[config.mk]
export PLATFORM = sky130hd
export DESIGN_NAME = seatalk_frame_receiver
export DESIGN_NICKNAME = d
export VERILOG_FILES = /design/src/sv/stfr_pkg.sv /design/src/sv/seatalk_frame_receiver.sv
export SDC_FILE = /design/constraint.sdc
export NUM_CORES = 1
export LEC_CHECK = 0
export BUFFER_PORTS_ARGS = -buffer_cell sky130_fd_sc_hd__buf_2
export CELL_PAD_IN_SITES_DETAIL_PLACEMENT = 1
export CELL_PAD_IN_SITES_GLOBAL_PLACEMENT = 2
export CORE_MARGIN = 2
export CORE_UTILIZATION = 51
export DETAILED_ROUTE_END_ITERATION = 10
export PLACE_DENSITY = 0.91
export SLEW_MARGIN = 20
export SYNTH_ARGS = -nofsm -noshare
export SYNTH_HDL_FRONTEND = slang
export SYNTH_SLANG_ARGS = --single-unit
[constraint.sdc]
create_clock -name clk_i -period 5.9 [get_ports clk_i]
set_input_delay 0.59 -clock clk_i [delete_from_list [all_inputs] [get_ports clk_i]]
set_output_delay 0.59 -clock clk_i [all_outputs]
set_load 0.03 [all_outputs]
[src/sv/stfr_pkg.sv]
// package for the seatalk frame receiver
// holds the sequencer and escape state types and the stream constants
// no dependencies
package stfr_pkg;

  typedef enum logic [1:0] {
    ST_IDLE,
    ST_READ,
    ST_LOAD
  } stfr_state_e;

  typedef enum logic [1:0] {
    ESC_NORMAL   = 2'd0,
    ESC_AFTER_FF = 2'd1,
    ESC_MARKED   = 2'd2
  } stfr_esc_e;

  localparam logic [7:0] ESC_BYTE    = 8'hFF;
  localparam logic [7:0] MARK_BYTE   = 8'h00;
  localparam logic [3:0] LEN_MASK    = 4'hF;
  localparam logic [7:0] BL_NO_SYNC  = 8'd255;
  localparam logic [7:0] BL_ATTR     = 8'd254;
  localparam logic [7:0] BL_BASE     = 8'd2;
  localparam logic [4:0] MAX_RESULTS = 5'd18;
  localparam logic [15:0] COLL_MAX   = 16'hFFFF;

  localparam logic KIND_MSG = 1'b0;
  localparam logic KIND_ERR = 1'b1;

  localparam int TDATA_W = 32;

endpackage

[src/sv/seatalk_frame_receiver.sv]
// seatalk frame receiver top level: escape decoding, framing and message replay
// keeps the message bytes in a local synchronous memory
// depends on stfr_pkg
//
// input channel s_axis: one received byte per item, parity-marked stream
// (ff 00 marks a parity-error byte, ff ff is a literal ff)
// output channel m_axis: message bytes in order with tlast on the final one,
// or a single error item (tuser set) on a bad escape sequence
// an item that needs no result is done when it is taken; a bad escape puts its
// error item in the output register at once
// the item that completes a message of n bytes (3 to 18) starts replay from
// the message memory: each byte is first read through the registered read
// port (ST_READ), then loaded into the output register (ST_LOAD), one byte
// at a time; no input is taken during replay
// a stalled output holds its item; replay waits and input stays blocked
// reset clears the decoder, the framing counters, the collision count and the
// output valid flag; the message memory is not cleared and needs no sweep
module seatalk_frame_receiver #(
  parameter int MSG_BYTES = 32
) (
  input  logic                        clk_i,
  input  logic                        rst_ni,
  input  logic                        s_axis_tvalid,
  output logic                        s_axis_tready,
  input  logic [7:0]                  s_axis_tdata,   // [7:0] raw_byte
  output logic                        m_axis_tvalid,
  input  logic                        m_axis_tready,
  // [7:0] msg_byte, [12:8] byte_pos, [28:13] collision_count, [31:29] zero
  output logic [stfr_pkg::TDATA_W-1:0] m_axis_tdata,
  output logic                        m_axis_tlast,
  output logic                        m_axis_tuser    // [0] kind
);
  import stfr_pkg::*;

  localparam int AW = $clog2(MSG_BYTES);
  localparam int FW = $clog2(MSG_BYTES + 1);
  localparam logic [FW-1:0] FILL_FULL = FW'(MSG_BYTES);

  stfr_state_e state_q, state_d;
  stfr_esc_e   esc_q, esc_d;
  logic [7:0]  bl_q, bl_d;
  logic [FW-1:0] fill_q, fill_d;
  logic [15:0] coll_q, coll_d;
  logic [4:0]  rd_idx_q, rd_idx_d;
  logic [4:0]  cnt_q, cnt_d;

  logic        out_valid_q, out_valid_d;
  logic        out_kind_q, out_kind_d;
  logic [7:0]  out_byte_q, out_byte_d;
  logic [4:0]  out_pos_q, out_pos_d;
  logic        out_last_q, out_last_d;
  logic [15:0] out_coll_q, out_coll_d;

  logic [7:0]  mem_q [MSG_BYTES];
  logic [7:0]  rdata_q;
  logic        mem_we, mem_re;
  logic [AW-1:0] mem_waddr;

  logic        out_free, accept;
  logic [7:0]  v;
  logic        even_par, do_cmd, do_data, do_err, data_ok, complete;
  logic [7:0]  bl_tmp;
  logic        load_byte;

  assign v        = s_axis_tdata;
  assign even_par = ~^v;
  assign out_free = !out_valid_q || m_axis_tready;
  assign accept   = s_axis_tvalid && s_axis_tready;

  // escape decoding and framing
  always_comb begin
    esc_d   = esc_q;
    do_cmd  = 1'b0;
    do_data = 1'b0;
    do_err  = 1'b0;
    unique case (esc_q)
      ESC_AFTER_FF: begin
        if (v == MARK_BYTE) begin
          esc_d = ESC_MARKED;
        end else if (v == ESC_BYTE) begin
          esc_d   = ESC_NORMAL;
          do_data = 1'b1;
        end else begin
          do_err = 1'b1;
        end
      end
      ESC_MARKED: begin
        esc_d   = ESC_NORMAL;
        do_data = even_par;
        do_cmd  = !even_par;
      end
      default: begin
        esc_d = ESC_NORMAL;
        if (v == ESC_BYTE) begin
          esc_d = ESC_AFTER_FF;
        end else if (even_par) begin
          do_cmd = 1'b1;
        end else begin
          do_data = 1'b1;
        end
      end
    endcase

    data_ok = do_data && (fill_q < FILL_FULL) && (bl_q != 8'd0) && (bl_q != BL_NO_SYNC);
    bl_tmp  = (bl_q == BL_ATTR) ? (BL_BASE + {4'd0, v[3:0] & LEN_MASK}) : bl_q;

    bl_d      = bl_q;
    fill_d    = fill_q;
    coll_d    = coll_q;
    mem_we    = 1'b0;
    mem_waddr = fill_q[AW-1:0];
    complete  = 1'b0;
    if (accept && do_cmd) begin
      if (bl_q != 8'd0 && bl_q < BL_ATTR && coll_q != COLL_MAX) begin
        coll_d = coll_q + 16'd1;
      end
      mem_we    = 1'b1;
      mem_waddr = '0;
      fill_d    = FW'(1);
      bl_d      = BL_ATTR;
    end else if (accept && data_ok) begin
      mem_we   = 1'b1;
      fill_d   = fill_q + FW'(1);
      bl_d     = bl_tmp - 8'd1;
      complete = (bl_tmp == 8'd1);
    end
  end

  // replay sequencer: next state
  always_comb begin
    state_d = state_q;
    unique case (state_q)
      ST_IDLE: begin
        if (complete) begin
          state_d = ST_READ;
        end
      end
      ST_READ: state_d = ST_LOAD;
      ST_LOAD: begin
        if (out_free) begin
          state_d = (rd_idx_q + 5'd1 == cnt_q) ? ST_IDLE : ST_READ;
        end
      end
      default: state_d = ST_IDLE;
    endcase
  end

  // replay sequencer: outputs
  always_comb begin
    s_axis_tready = 1'b0;
    mem_re        = 1'b0;
    load_byte     = 1'b0;
    rd_idx_d      = rd_idx_q;
    cnt_d         = cnt_q;
    unique case (state_q)
      ST_IDLE: begin
        s_axis_tready = out_free;
        if (complete) begin
          rd_idx_d = '0;
          cnt_d    = (fill_d > FW'(MAX_RESULTS)) ? MAX_RESULTS : fill_d[4:0];
        end
      end
      ST_READ: mem_re = 1'b1;
      ST_LOAD: begin
        if (out_free) begin
          load_byte = 1'b1;
          rd_idx_d  = rd_idx_q + 5'd1;
        end
      end
      default: ;
    endcase
  end

  // output register
  always_comb begin
    out_valid_d = out_valid_q && !m_axis_tready;
    out_kind_d  = out_kind_q;
    out_byte_d  = out_byte_q;
    out_pos_d   = out_pos_q;
    out_last_d  = out_last_q;
    out_coll_d  = out_coll_q;
    if (accept && do_err) begin
      out_valid_d = 1'b1;
      out_kind_d  = KIND_ERR;
      out_byte_d  = '0;
      out_pos_d   = '0;
      out_last_d  = 1'b1;
      out_coll_d  = coll_q;
    end else if (load_byte) begin
      out_valid_d = 1'b1;
      out_kind_d  = KIND_MSG;
      out_byte_d  = rdata_q;
      out_pos_d   = rd_idx_q;
      out_last_d  = (rd_idx_q + 5'd1 == cnt_q);
      out_coll_d  = coll_q;
    end
  end

  always_ff @(posedge clk_i or negedge rst_ni) begin
    if (!rst_ni) begin
      state_q     <= ST_IDLE;
      esc_q       <= ESC_NORMAL;
      bl_q        <= BL_NO_SYNC;
      fill_q      <= '0;
      coll_q      <= '0;
      rd_idx_q    <= '0;
      cnt_q       <= '0;
      out_valid_q <= 1'b0;
    end else begin
      state_q     <= state_d;
      if (accept) begin
        esc_q <= esc_d;
      end
      bl_q        <= bl_d;
      fill_q      <= fill_d;
      coll_q      <= coll_d;
      rd_idx_q    <= rd_idx_d;
      cnt_q       <= cnt_d;
      out_valid_q <= out_valid_d;
    end
  end

  always_ff @(posedge clk_i) begin
    out_kind_q <= out_kind_d;
    out_byte_q <= out_byte_d;
    out_pos_q  <= out_pos_d;
    out_last_q <= out_last_d;
    out_coll_q <= out_coll_d;
  end

  // message memory, one write and one registered read port
  always_ff @(posedge clk_i) begin
    if (mem_we) begin
      mem_q[mem_waddr] <= v;
    end
    if (mem_re) begin
      rdata_q <= mem_q[AW'(rd_idx_q)];
    end
  end

  assign m_axis_tvalid = out_valid_q;
  assign m_axis_tdata  = {3'd0, out_coll_q, out_pos_q, out_byte_q};
  assign m_axis_tlast  = out_last_q;
  assign m_axis_tuser  = out_kind_q;

  a_no_input_in_replay: assert property (@(posedge clk_i) disable iff (!rst_ni)
    (state_q != ST_IDLE) |-> !s_axis_tready)
    else $error("input taken during replay");

  a_read_in_range: assert property (@(posedge clk_i) disable iff (!rst_ni)
    (state_q == ST_READ) |-> (rd_idx_q < cnt_q))
    else $error("replay read past message end");

  a_error_item: assert property (@(posedge clk_i) disable iff (!rst_ni)
    (m_axis_tvalid && m_axis_tuser) |-> (m_axis_tlast && m_axis_tdata[7:0] == 8'd0))
    else $error("malformed error item");

  a_coll_monotonic: assert property (@(posedge clk_i) disable iff (!rst_ni)
    ##1 (coll_q >= $past(coll_q)))
    else $error("collision count went down");

endmodule
Word level (Yosys, flattened, before mapping)

Memory sizes are Yosys's and may differ from the RTL's. A register that Yosys moved wholly into a read port is not among the register bits.
Cells that the tools add are included.

Bits in writable memories: 256
Memories kept: 1
Output and inout port bits: 36
Register bits after elaboration: 76
Bits of input ports: 12

Memories:

| memory | words | bits a word | read ports | clocked after memory_dff | write ports | RTL line                     | RTL |
|---|---|---|---|---|---|---|---|
| mem_q  | 32    | 8           | 1          | 1                        | 1           | seatalk_frame_receiver.sv:54 | `logic [7:0] mem_q [MSG_BYTES];` |

Magnitude comparators: 3
Multiplexer cells: 43
Add/sub/neg operators: 5
Reduce and logical (&&, ||, !) cells: 26
Equality and inequality tests: 13

Operator list:

| cell                                                | count |
|---|---|
| two-way mux 16 bit                                  | 2 |
| two-way mux 8 bit                                   | 3 |
| two-way mux 1 bit                                   | 23 |
| two-way mux 5 bit                                   | 4 |
| adder 16 x 1 -> 16 bit, second input constant       | 1 |
| equality test 8 bit, second input constant          | 2 |
| != test 16 bit, second input constant               | 1 |
| two-way mux 6 bit                                   | 2 |
| logical AND 1 bit                                   | 10 |
| one-hot mux 5 bit (2 select lines)                  | 1 |
| equality test 8 x 1 -> 1 bit, second input constant | 1 |
| zero test 8 bit                                     | 1 |
| less-than comparator 8 bit, second input constant   | 1 |
| two-way mux 2 bit                                   | 4 |
| != test 8 bit, second input constant                | 1 |
| AND reduction 2 bit                                 | 4 |
| nonzero test 8 bit                                  | 1 |
| XNOR reduction 8 bit                                | 1 |
| subtractor 8 x 1 -> 8 bit, second input constant    | 1 |
| adder 6 x 1 -> 6 bit, second input constant         | 1 |
| > comparator 6 x 5 -> 1 bit, second input constant  | 1 |
| less-than comparator 6 bit, second input constant   | 1 |
| one-hot mux 2 bit (3 select lines)                  | 1 |
| nonzero test 2 bit                                  | 3 |
| other kinds (13)                                    | 19 |

Longest topological paths before layout

Gate-level depths: netlist of the first run.

Word-level depth: 12
Depth in mapped cells: 11

Least setup slack after synthesis of the first run

No wires, ideal clock.

Path type: input port to flip-flop
Start: input port s_axis_tdata[4]
End: memory mem_q[30][0] (enable)
Setup time: 0.383 ns
Cell stages on the path: 10
Path buffers: 1
Setup slack: 2.403 ns
Arrival: 3.114 ns
Cell sequence: inv_1 > ha_1 > xor2_1 > xnor2_1 > a21boi_1 > or3_1 > clkbuf_1 > nor2_1 > nand3b_1 > nor3_1

Longest elaborated chain between the ends: 12
Elaborated cells on any way between the ends: 22

RTL lines:

| what                                                        | RTL line                                                                                 | RTL |
|---|---|---|
| start, declared                                             | seatalk_frame_receiver.sv:25                                                             | `input logic [7:0] s_axis_tdata,` |
| equality test 8 bit or XNOR reduction 8 bit (tied branches) | seatalk_frame_receiver.sv:80, seatalk_frame_receiver.sv:94, seatalk_frame_receiver.sv:66 |  |
| two-way mux 1 bit (on tied branches)                        | seatalk_frame_receiver.sv:80, seatalk_frame_receiver.sv:96                               |  |
| two-way mux 1 bit (on tied branches)                        | seatalk_frame_receiver.sv:78, seatalk_frame_receiver.sv:94                               |  |
| one-hot mux 1 bit (2 select lines)                          | seatalk_frame_receiver.sv:76                                                             | `unique case (esc_q)` |
| logical AND 1 bit (3 in a row)                              | seatalk_frame_receiver.sv:104                                                            | `data_ok = do_data && (fill_q < FILL_FULL) && (bl_q != 8'd0) && (bl_q != BL_NO_SYNC);` |
| logical AND 1 bit                                           | seatalk_frame_receiver.sv:121                                                            | `end else if (accept && data_ok) begin` |
| two-way mux 1 bit                                           | seatalk_frame_receiver.sv:121                                                            |  |
| two-way mux 1 bit                                           | seatalk_frame_receiver.sv:113                                                            | `if (accept && do_cmd) begin` |
| two-way mux 1 bit                                           | seatalk_frame_receiver.sv:233                                                            | `if (mem_we) begin` |
| two-way mux 1 bit (not written as such)                     | seatalk_frame_receiver.sv:234                                                            | `mem_q[mem_waddr] <= v;` |
| end, declared                                               | seatalk_frame_receiver.sv:54                                                             |  |

Parallel ways exist; a longest one is shown, timed or not.

Worst setup path after layout of the first run

Start: input port s_axis_tdata[5]
End: memory mem_q[26][4] (enable)

Same word-level chain as after synthesis.

==> summary.md, run 1 <==
| Metric | Value |
|---|---|
| Sequential area share after synthesis | 0.705 |
| Mean routed wirelength per cell | approximately 26 um |
| Tot Pwr | about 0.0064 W |
| Dominant synthesized flop cell | edfxtp_1 |
| Cts repair resizes | 0 |
| # hold bufs at CTS | 0 |
| First-pass GRT wire length | ~49000 um |
| Reg2reg setup slack | between 2 and 2.5 ns |
| Min-delay worst type | in -> async |
| Drt drc | 0 |
| Post-Route WL | roughly 32000 um |
| Dpl hpwl | around 21000 um |
| CTS tree | built |
| Routability cong. | about 0.83 |
| Die Wd | ~170 um |
| Core Rows | 60 |
| Number of enable flip-flop cells after synthesis | 280 |
| Global Route Usage Sum | 0.231 |
| Vias per inst | a little over 6 |
| I/O pin count | 48 |
| Worst slew pin tran | between 1 and 1.5 ns |
| RSZ-0062 raised after global routing | false |
| Largest net degree at the start of global routing | between 40 and 50 |
| Setup crit end kind | register |
| Nets | 903 |
| Routed Antenna Nets | 0 |
| Initial Util | 0.519 |
| Clock Pin Slew Worst Setup and Hold Paths | approximately 0.060 ns |
| Critical path type | in -> reg |
| Worst-path maximum fanout | 34 |
| CTS Buf Count | 36 |
| Die area | about 29000 um2 |
| #FFs+latches synth | 340 |
| Synth async-reset ratio | 0.132 |
| Initial drt markers | 715 |
| Fin area | 15700 um2 |
| Final worst-path cycle share | 0.725 |
| Library cells used by synthesis | between 60 and 70 |
| Post-layout util | 0.584 |
| Layout cells sized above 1 | 0.246 |
| Chip height | 169 um |
| Peak supply drop | 300 uV |
| Mean Syn Cell Area | about 17 um2 |
| Clock buffer depth | 3 |
| Fmax | 234 MHz |
| CP Cell Sequence | buf_2 -> inv_1 -> ha_1 -> xor2_1 -> xnor2_1 -> a21boi_1 -> or3_1 -> nor2_1 -> nand3b_1 -> nor2_1 |
| WP buf/inv | 2 |
| Hold Vio Cnt, Final | 0 |
| Vias | ~7500 |
| Critical Path RT | 6.04 ns |
| Crit start category | primary input |
| Fillers | roughly 2400 |
| Final setup viols | 0 |
| Final min period | ~4.3 ns |
| Antenna cells | 0 |
| Pwr Density | 410 nW/um2 |
| CP peak stage delay | about 0.80 ns |
| Leak | roughly 5.4 nW |
| Mapped cell area | around 14000 um2 |
| Max_cap viols | 0 |
| Synth area leader | edfxtp_1 |
| Critical Path Slowest Stage Cell | nor2_1 |
| Ranking of synthesized cells by area | edfxtp_1, mux4_2, dfrtp_1 |
| Post-DP Area | 14600 um2 |
| Slew Limit Fails | 0 |
| Drt pass-1 iters | 5 |
| Clock skew | between 0.02 and 0.025 ns |
| Clk Latency, worst-skew pair | 0.52 ns |
| GRT overflow | 0 |
| Initial antenna violation count | 1 |
| Share of the synthesized area in the top cell type | 0.603 |
| Yosys warns | 0 |
| Max_slew headroom | 0.289 |
| CP most frequent cell | nor2_1 |
| Number of global-route vias before repair | roughly 8000 |
| Crit path arrival time | between 4 and 5 ns |
| Area grow syn2layout | 12.5% |
| Clock root cell | clkbuf_16 |
| I/O Buffers | 44 |
| Core Box Area | around 27000 um2 |
| Delay-heaviest family, CP | simple AND/OR/NAND/NOR gates |
| Post-CTS Setup Repair Bufs | 0 |
| Status | finished, final reports clean |
| CTS sink cnt | between 300 and 400 |
| H-tree Lvls | 2 |
| Synth Instances | 812 |
| Setup TNS Final | 0 ns |
-- final cells by class --
cell class | instances | area [um2] | share of cell area
repair buffers | 60 | 340 | 0.0217
multi-input cells | 417 | 3900 | 0.248
inverters | 20 | 75.1 | 0.00478
well taps | 341 | 427 | 0.0272
clock buffers | 48 | 997 | 0.0635
flip-flops and latches | 340 | 9850 | 0.627
clock inverters | 16 | 113 | 0.00717
-- layer usage --
layer / up-vias / share of wire / track usage
met1: 3940 / 0.42 / 0.319
met5: - / 0 / 0
met3: 47 / 0.048 / 0.0310
met2: 234 / 0.51 / 0.388
li1: 3298 / - / -
met4: 0 / 0.023 / 0.0713
-- logic make-up (layout without fill, tap and decap cells) --
logic type / Yosys count / count (layout) / synth area share
AOI/OAI and AO/OA: 63 / 63 / 0.0316
xor gates and xnor gates: 28 / 28 / 0.0176
adders and majority gates: 16 / 16 / 0.0143
buffers and inverters: 57 / 144 / 0.0166
DFF: 340 / 340 / 0.705
muxes: 92 / 92 / 0.139
other: 1 / 3 / 0.000269
and+or+nand+nor: 215 / 215 / 0.0755
-- layout by cell type (no fill, tap or decap), drive strengths merged, types with 17 or more instances in the layout --
master  synthesis  final
inv            20     22
nand2          62     62
mux4           80     80
o21ai          17     17
edfxtp        280    280
nand3          31     31
dfrtp          37     37
clkbuf         26     48
nor2           52     52
buf            11     60
-- path summary, 6_finish.rpt --
path | startpoint | to | depth (start not counted)
min | rst_ni | coll_q[6] | 2
min in group clk_i | rdata_q[7] | out_byte_q[7] | 2
min reg2reg | rdata_q[7] | out_byte_q[7] | 2
max in group asynchronous | rst_ni | rd_idx_q[0] | 2
max reg2reg | state_q[1] | mem_q[26][4] | 7
max | s_axis_tdata[5] | mem_q[26][4] | 10
-- power by group --
part / switching [W] / leakage, nW / internal [W] / total [W]
sequential: 0.000186 / 3.19 / 0.00278 / 0.00297
combinational: 0.000750 / 1.64 / 0.000586 / 0.00134
clock: 0.000890 / 0.536 / 0.00123 / 0.00212
total: 0.00183 / 5.37 / 0.00460 / 0.00643
-- synth_stat cells, types with 7 or more instances --
| master | instances |
|---|---|
| a21oi_1 | 11 |
| and2_1 | 8 |
| clkbuf_1 | 26 |
| dfrtp_1 | 37 |
| dfstp_2 | 8 |
| dfxtp_1 | 15 |
| edfxtp_1 | 280 |
| ha_1 | 16 |
| inv_1 | 19 |
| mux2_2 | 11 |
| mux4_2 | 80 |
| nand2_1 | 62 |
| nand3_1 | 30 |
| nor2_1 | 52 |
| nor3_1 | 14 |
| o211ai_1 | 7 |
| o21ai_0 | 17 |
| xnor2_1 | 14 |
| xor2_1 | 14 |
-- through the flow --
stage	setup slack [ns]	std cells	hold slack [ns]
after floorplan	2.40	814	0.294
after global placement	1.28	1178	0.413
after detailed placement	0.955	1178	0.424
after CTS	1.50	1242	0.195
after global routing	1.37	1242	0.220
final	1.62	1242	0.177
-- registers in the layout, indices dropped and copies added (netlist names) --
name / cells
cnt_q: 5
coll_q: 16
mem_q: 256
bl_q: 8
m_axis_tlast: 1
m_axis_tvalid: 1
fill_q: 6
rd_idx_q: 5
out_pos_q: 5
rdata_q: 8
out_coll_q: 16
state_q: 2
out_byte_q: 8
esc_q: 2
m_axis_tuser: 1
Note: power is estimated with default switching activity, not from simulation.
==> run 2: changes to the inputs <==
--- a/config.mk
+++ b/config.mk
@@ -9,9 +9,9 @@
 export CELL_PAD_IN_SITES_DETAIL_PLACEMENT = 1
 export CELL_PAD_IN_SITES_GLOBAL_PLACEMENT = 2
 export CORE_MARGIN = 2
-export CORE_UTILIZATION = 51
+export CORE_UTILIZATION = 42
 export DETAILED_ROUTE_END_ITERATION = 10
-export PLACE_DENSITY = 0.91
+export PLACE_DENSITY = 0.81
 export SLEW_MARGIN = 20
 export SYNTH_ARGS = -nofsm -noshare
 export SYNTH_HDL_FRONTEND = slang
==> constraint.sdc (replaced) <==
create_clock -name clk_i -period 3.8 [get_ports clk_i]
set_input_delay 0.38 -clock clk_i [delete_from_list [all_inputs] [get_ports clk_i]]
set_output_delay 0.38 -clock clk_i [all_outputs]
set_load 0.03 [all_outputs]
==> summary.md, run 2 (synthesized netlist as in run 1, its figures left out) <==
| Metric | Value |
|---|---|
| Commonest cells after routing, fill and taps aside | edfxtp_1, mux4_2, nand2_1 |
| Critical path type | reg -> reg |
| Largest net degree at the start of global routing | 36 |
| Min-delay worst type | in -> reg |
| Final non-filler cell total | between 1000 and 1500 |
| Clock skew | approximately 0.014 ns |
| Vias per inst | 5.46 |
| First-pass GRT wire length | between 50000 and 60000 um |
| Clock root cell | clkbuf_16 |
| Worst slew pin tran | ~0.9 ns |
| Critical Path RT | 4.04 ns |
| Drt pass-1 iters | 5 |
| Max reg flops | around 260 |
| Worst-path maximum fanout | 8 |
| Post-CTS Setup Repair Bufs | 0 |
| Initial Util | 0.428 |
| Cts repair resizes | 0 |
| CP peak stage delay | between 0.5 and 0.6 ns |
| CTS tree | built |
| Clock Pin Slew Worst Setup and Hold Paths | around 0.060 ns |
| CP most frequent cell | nor2_1 |
| Hold_sp | s_axis_tdata[4] |
| Layout cells sized above 1 | 0.284 |
| Clock buffer depth | 3 |
| FF/Latch Area | ~9900 um2 |
| Pwr Density | approximately 640 nW/um2 |
| Peak supply drop | about 290 uV |
| I/O Buffers | 44 |
| I/O pin count | between 40 and 50 |
| Final worst-path cycle share | 0.966 |
| Crit path arrival time | a little under 4 ns |
| Global Route Usage Sum | 0.200 |
| Dpl hpwl | 22000 um |
| Fmax | 273 MHz |
| Max_slew headroom | 0.396 |
| Status | finished, final reports clean |
| Reg2reg setup slack | around 0.13 ns |
| Antenna cells | 0 |
| Nets | about 950 |
| Hold Vio Cnt, Final | 0 |
| Vias | around 7600 |
| Most flops, register | mem_q |
| Final min period | between 3 and 4 ns |
| Top flop regs | mem_q x256, coll_q x16, out_coll_q x16 |
| Initial antenna violation count | 0 |
| H-tree Lvls | 2 |
| CP Cell Sequence | nor2_1 -> nand3_1 -> a2111o_2 -> or3_1 -> nor2_1 -> nand3b_1 -> nor3_1 -> buf_4 |
| Number of global-route vias before repair | roughly 8000 |
| CTS sink cnt | 340 |
| Tot Pwr | ~0.010 W |
| Crit start category | register |
| Max_cap viols | 0 |
| Clk Latency, worst-skew pair | 0.53 ns |
| Core Rows | 66 |
| Drt drc | 0 |
| Initial drt markers | 559 |
| Critical Path Slowest Stage Cell | a2111o_2 |
| Most common cell after layout, fill and taps aside | edfxtp_1 |
| Routed Antenna Nets | 0 |
| Final setup viols | 0 |
| FF-to-FF End | mem_q[30][6] |
| CTS Buf Count | 37 |
| Routability cong. | 0.794 |
| Hold Path Sink | mem_q[20][4] |
| Worst r2r src | state_q[1] |
| Chip height | 186 um |
| Leak | approximately 5.7 nW |
| GRT overflow | 0 |
| Fillers | 3113 |
| Die Wd | ~190 um |
| Area grow syn2layout | 16.8% |
| Post-Route WL | 33100 um |
| Mean routed wirelength per cell | 23.8 um |
| Die area | 34700 um2 |
| R2R cell count | 8 |
| Hold Path Depth | 1 |
| Slew Limit Fails | 0 |
| Core Box Area | ~33000 um2 |
| Inst Count DP | roughly 1300 |
| Multi-input gate area | 3890 um2 |
| Setup crit end kind | register |
| Setup TNS Final | 0 ns |
| RSZ-0062 raised after global routing | false |
==> run 2: worst max-delay path: cells and delay by family, from the launching register on <==
kind / cells / cell delay [ns]
compound gates: 1 / 0.57
buf+inv: 1 / 0.23
flops: 1 / 0.42
simple gates: 6 / 2.17
==> run 2: cell type report <==
class,instances,area share
clock inverters,21,0.0150
inverters,20,0.00461
repair buffers,101,0.0415
well taps,442,0.0339
multi-input cells,417,0.238
flip-flops and latches,340,0.604
clock buffers,47,0.0623
==> run 2: worst max-delay path by stage <==
stage               startpoint            to  cells past startpoint
3_5_place_dp   s_axis_tdata[3]  mem_q[30][6]                     11
4_1_cts             state_q[1]  mem_q[30][6]                      8
2_1_floorplan  s_axis_tdata[4]  mem_q[30][0]                     10
5_1_grt             state_q[1]  mem_q[30][6]                      8
6_report            state_q[1]  mem_q[30][6]                      8
3_3_place_gp   s_axis_tdata[2]  mem_q[30][6]                     11
==> run 2: repair_timing <==
action / CTS / global route
hold buffers: 1 / 0
endpoints found under the hold margin: 14 / 0
setup endpoints to repair: 0 / 0
==> run 2: metal layers <==
layer	up-vias	share of wire	wire length (um)	GRT usage
met2	209	0.48	15800	0.321
met3	45	0.058	1910	0.0352
met4	0	0.020	660	0.0523
met5	-	0	0	0
li1	3378	-	-	-
met1	3950	0.44	14700	0.286
==> run 2: report_power, final <==
| group | internal (W) | switching [W] |
|---|---|---|
| combinational | 0.000982 | 0.00124 |
| sequential | 0.00432 | 0.000258 |
| clock | 0.00219 | 0.00148 |
| total | 0.00749 | 0.00297 |
==> run 2: through the flow <==
step                      utilization  worst slack (ns)  area [um2]  hold slack (ns)
after CTS                       0.500             0.234       16300           0.0574
after detailed placement        0.461             0.102       15000            0.308
after floorplan                     -             0.513       14000           0.0844
after global routing            0.500            0.0387       16300           0.0627
final                           0.500             0.131       16300           0.0703
after global placement          0.461             0.359       15000            0.307
==> run 3: changes to the inputs <==
--- a/config.mk
+++ b/config.mk
@@ -5,13 +5,14 @@
 export SDC_FILE = /design/constraint.sdc
 export NUM_CORES = 1
 export LEC_CHECK = 0
+export ABC_AREA = 1
 export BUFFER_PORTS_ARGS = -buffer_cell sky130_fd_sc_hd__buf_2
 export CELL_PAD_IN_SITES_DETAIL_PLACEMENT = 1
 export CELL_PAD_IN_SITES_GLOBAL_PLACEMENT = 2
 export CORE_MARGIN = 2
-export CORE_UTILIZATION = 42
+export CORE_UTILIZATION = 39
 export DETAILED_ROUTE_END_ITERATION = 10
-export PLACE_DENSITY = 0.81
+export PLACE_DENSITY_LB_ADDON = 0.1
 export SLEW_MARGIN = 20
 export SYNTH_ARGS = -nofsm -noshare
 export SYNTH_HDL_FRONTEND = slang
==> summary.md, run 3 <==
| Metric | Value |
|---|---|
| Synth Instances | around 1200 |
| Area grow syn2layout | 15.1% |
| Mean Syn Cell Area | between 10 and 15 um2 |
| Post-Route WL | 40700 um |
| Hold Vio Cnt, Final | 0 |
| Peak supply drop | ~380 uV |
| Initial antenna violation count | 0 |
| Vias per inst | between 5 and 6 |
| Crit start category | register |
| Layout cells sized above 1 | 0.148 |
| Min Hold Slack | 0.0762 ns |
| R2R cell count | 10 |
| Worst setup slack after layout | 1.06 ns |
| Max_slew headroom | 0.438 |
| I/O pin count | between 40 and 50 |
| Psw | about 0.0042 W |
| Reg2reg setup slack | 1.06 ns |
| Pwr Density | between 600 and 700 nW/um2 |
| Clock skew | about 0.016 ns |
| Cts repair resizes | 0 |
| Most common cell in the netlist | edfxtp_1 |
| Setup crit end kind | register |
| Drt pass-1 iters | 5 |
| Post-CTS Setup Repair Bufs | 0 |
| Post-DP Area | 15300 um2 |
| Routability cong. | ~0.77 |
| Switching part of the total power | 0.362 |
| Max_cap viols | 0 |
| Nets | 1307 |
| Final setup viols | 0 |
| Setup TNS Final | 0 ns |
| Number of enable flip-flop cells after synthesis | 280 |
| Final min period | about 2.7 ns |
| Core Box Area | 36300 um2 |
| Routed Antenna Nets | 0 |
| Global Route Usage Sum | 0.218 |
| Min-delay worst type | in -> reg |
| Clock buffer depth | 3 |
| Vias | 9610 |
| Dominant synthesized flop cell | edfxtp_1 |
| Hold Path Depth | 1 |
| Mean routed wirelength per cell | around 23 um |
| Antenna cells | 0 |
| CTS tree | built |
| Clock power share | 0.298 |
| Combinational fraction of design power | 0.303 |
| Dpl hpwl | around 26000 um |
| Drt drc | 0 |
| Critical Path RT | just under 4 ns |
| First-pass GRT wire length | 62700 um |
| Chip height | 195 um |
| Max reg flops | around 260 |
| Status | finished, final reports clean |
| Synth area leader | edfxtp_1 |
| Worst slew pin tran | approximately 0.84 ns |
| Initial drt markers | slightly below 700 |
| Die area | around 38000 um2 |
| Fin area | about 16000 um2 |
| Library cells used by synthesis | 50 |
| Clk Latency, worst-skew pair | 0.54 ns |
| Clock root cell | clkbuf_16 |
| Worst-path maximum fanout | 8 |
| Share of the synthesized area in the top cell type | 0.590 |
| Initial Util | 0.392 |
| Largest net degree at the start of global routing | between 100 and 150 |
| Number of global-route vias before repair | between 9000 and 10000 |
| GRT overflow | 0 |
| CTS sink cnt | 340 |
| CTS Buf Count | 38 |
| Post-synth top cells | edfxtp_1, nor2_1, o21ai_0, nand2_1, inv_1 |
| Leak | 6.07 nW |
| Commonest cells after routing, fill and taps aside | edfxtp_1, nor2_1, o21ai_0 |
| Crit path arrival time | around 2.9 ns |
| Core Rows | 70 |
| Clock Pin Slew Worst Setup and Hold Paths | approximately 0.06 ns |
| Most common cell after layout, fill and taps aside | edfxtp_1 |
| Top flop regs | mem_q x256, coll_q x16, out_coll_q x16 |
| RSZ-0062 raised after global routing | false |
| H-tree Lvls | 2 |
| Ranking of synthesized cells by area | edfxtp_1, dfrtp_1, nor2_1 |
| Die Wd | 195 um |
| Mapped cell area | 14300 um2 |
| #FFs+latches synth | between 300 and 400 |
| Sequential share of power | 0.400 |
| Setup Slack @ Placement | 0.687 ns |
| Yosys warns | 0 |
| Sequential area share after synthesis | 0.690 |
| I/O Buffers | 44 |
| Fmax | about 370 MHz |
| Int Power | ~0.0073 W |
| Critical path type | reg -> reg |
| Final worst-path cycle share | 0.721 |
| Most flops, register | mem_q |
| Synth async-reset ratio | 0.132 |
| Slew Limit Fails | 0 |
## run 3: changes by cell type after synthesis, moves of 13 or more
| cell | change |
|---|---|
| o21ai_0 | +133 |
| mux4_2 | -80 |
| o22ai_1 | +13 |
| nand3_1 | +17 |
| clkbuf_1 | +25 |
| nor2_1 | +163 |
| inv_1 | +42 |
| nand2_1 | +47 |
| o221ai_1 | +50 |
## run 3: layout make-up
class / instances / area [um2]
Fill cell: 3843 / 19900
Sequential cell: 340 / 9850
Multi-Input combinational cell: 724 / 3890
Clock buffer: 53 / 1040
Timing Repair Buffer: 100 / 693
Tap cell: 468 / 586
Inverter: 75 / 289
Clock inverter: 11 / 77.6
## run 3: kinds of logic after synthesis
family | count (synthesis) | synth area share
and+or+nand+nor | 413 | 0.127
DFF | 340 | 0.690
AOI/OAI and AO/OA | 267 | 0.116
buffers and inverters | 135 | 0.0377
other | 1 | 0.000263
xor gates and xnor gates | 25 | 0.0154
adders and majority gates | 16 | 0.0140
## run 3: path summary, 6_finish.rpt
check | from | end
min in group asynchronous | rst_ni | coll_q[5]
worst max register to register | esc_q[0] | mem_q[1][6]
worst min register to register | out_pos_q[1] | out_pos_q[1]
worst max-delay path | esc_q[0] | mem_q[1][6]
max in group asynchronous | rst_ni | bl_q[7]
worst min-delay path | s_axis_tdata[5] | mem_q[16][5]
## run 3: per-stage QoR
step,power (W),utilization,instances
finish,0.0115,0.452,1771
global route,0.0121,0.452,1771
CTS,0.0116,0.452,1771
detailed placement,0.00817,0.421,1706
global placement,0.00816,0.421,1706
floorplan,0.00685,-,1199
## run 3: timing repair
item                                    CTS  global route
hold buffers                              1             0
endpoints found under the setup margin    0             0
endpoints found under the hold margin    21             0
## run 3: layer usage
metal,vias up,part of all wire,track usage
met5,-,0,0
met4,0,0.024,0.0650
met3,54,0.045,0.0390
met2,198,0.45,0.334
met1,4881,0.48,0.318
li1,4477,-,-
## run 3: power by group through the flow
stage	sequential [W]	combinational [W]	clock, W
after floorplan	0.00476	0.00209	0
after global placement	0.00466	0.00349	0
after detailed placement	0.00466	0.00351	0
after CTS	0.00459	0.00352	0.00351
after global routing	0.00462	0.00385	0.00363
final	0.00459	0.00347	0.00342
## run 3: worst max-delay path, stage by stage, from the launching register on
cell and delay (ns):
dfrtp_1 0.38, inv_1 0.05, ha_1 0.34, inv_1 0.10, nand2_1 0.07, inv_1 0.05
nand2_1 0.15, nand4_4 0.22, nor2_2 0.20, nand3_1 0.15, nor2_1 0.66
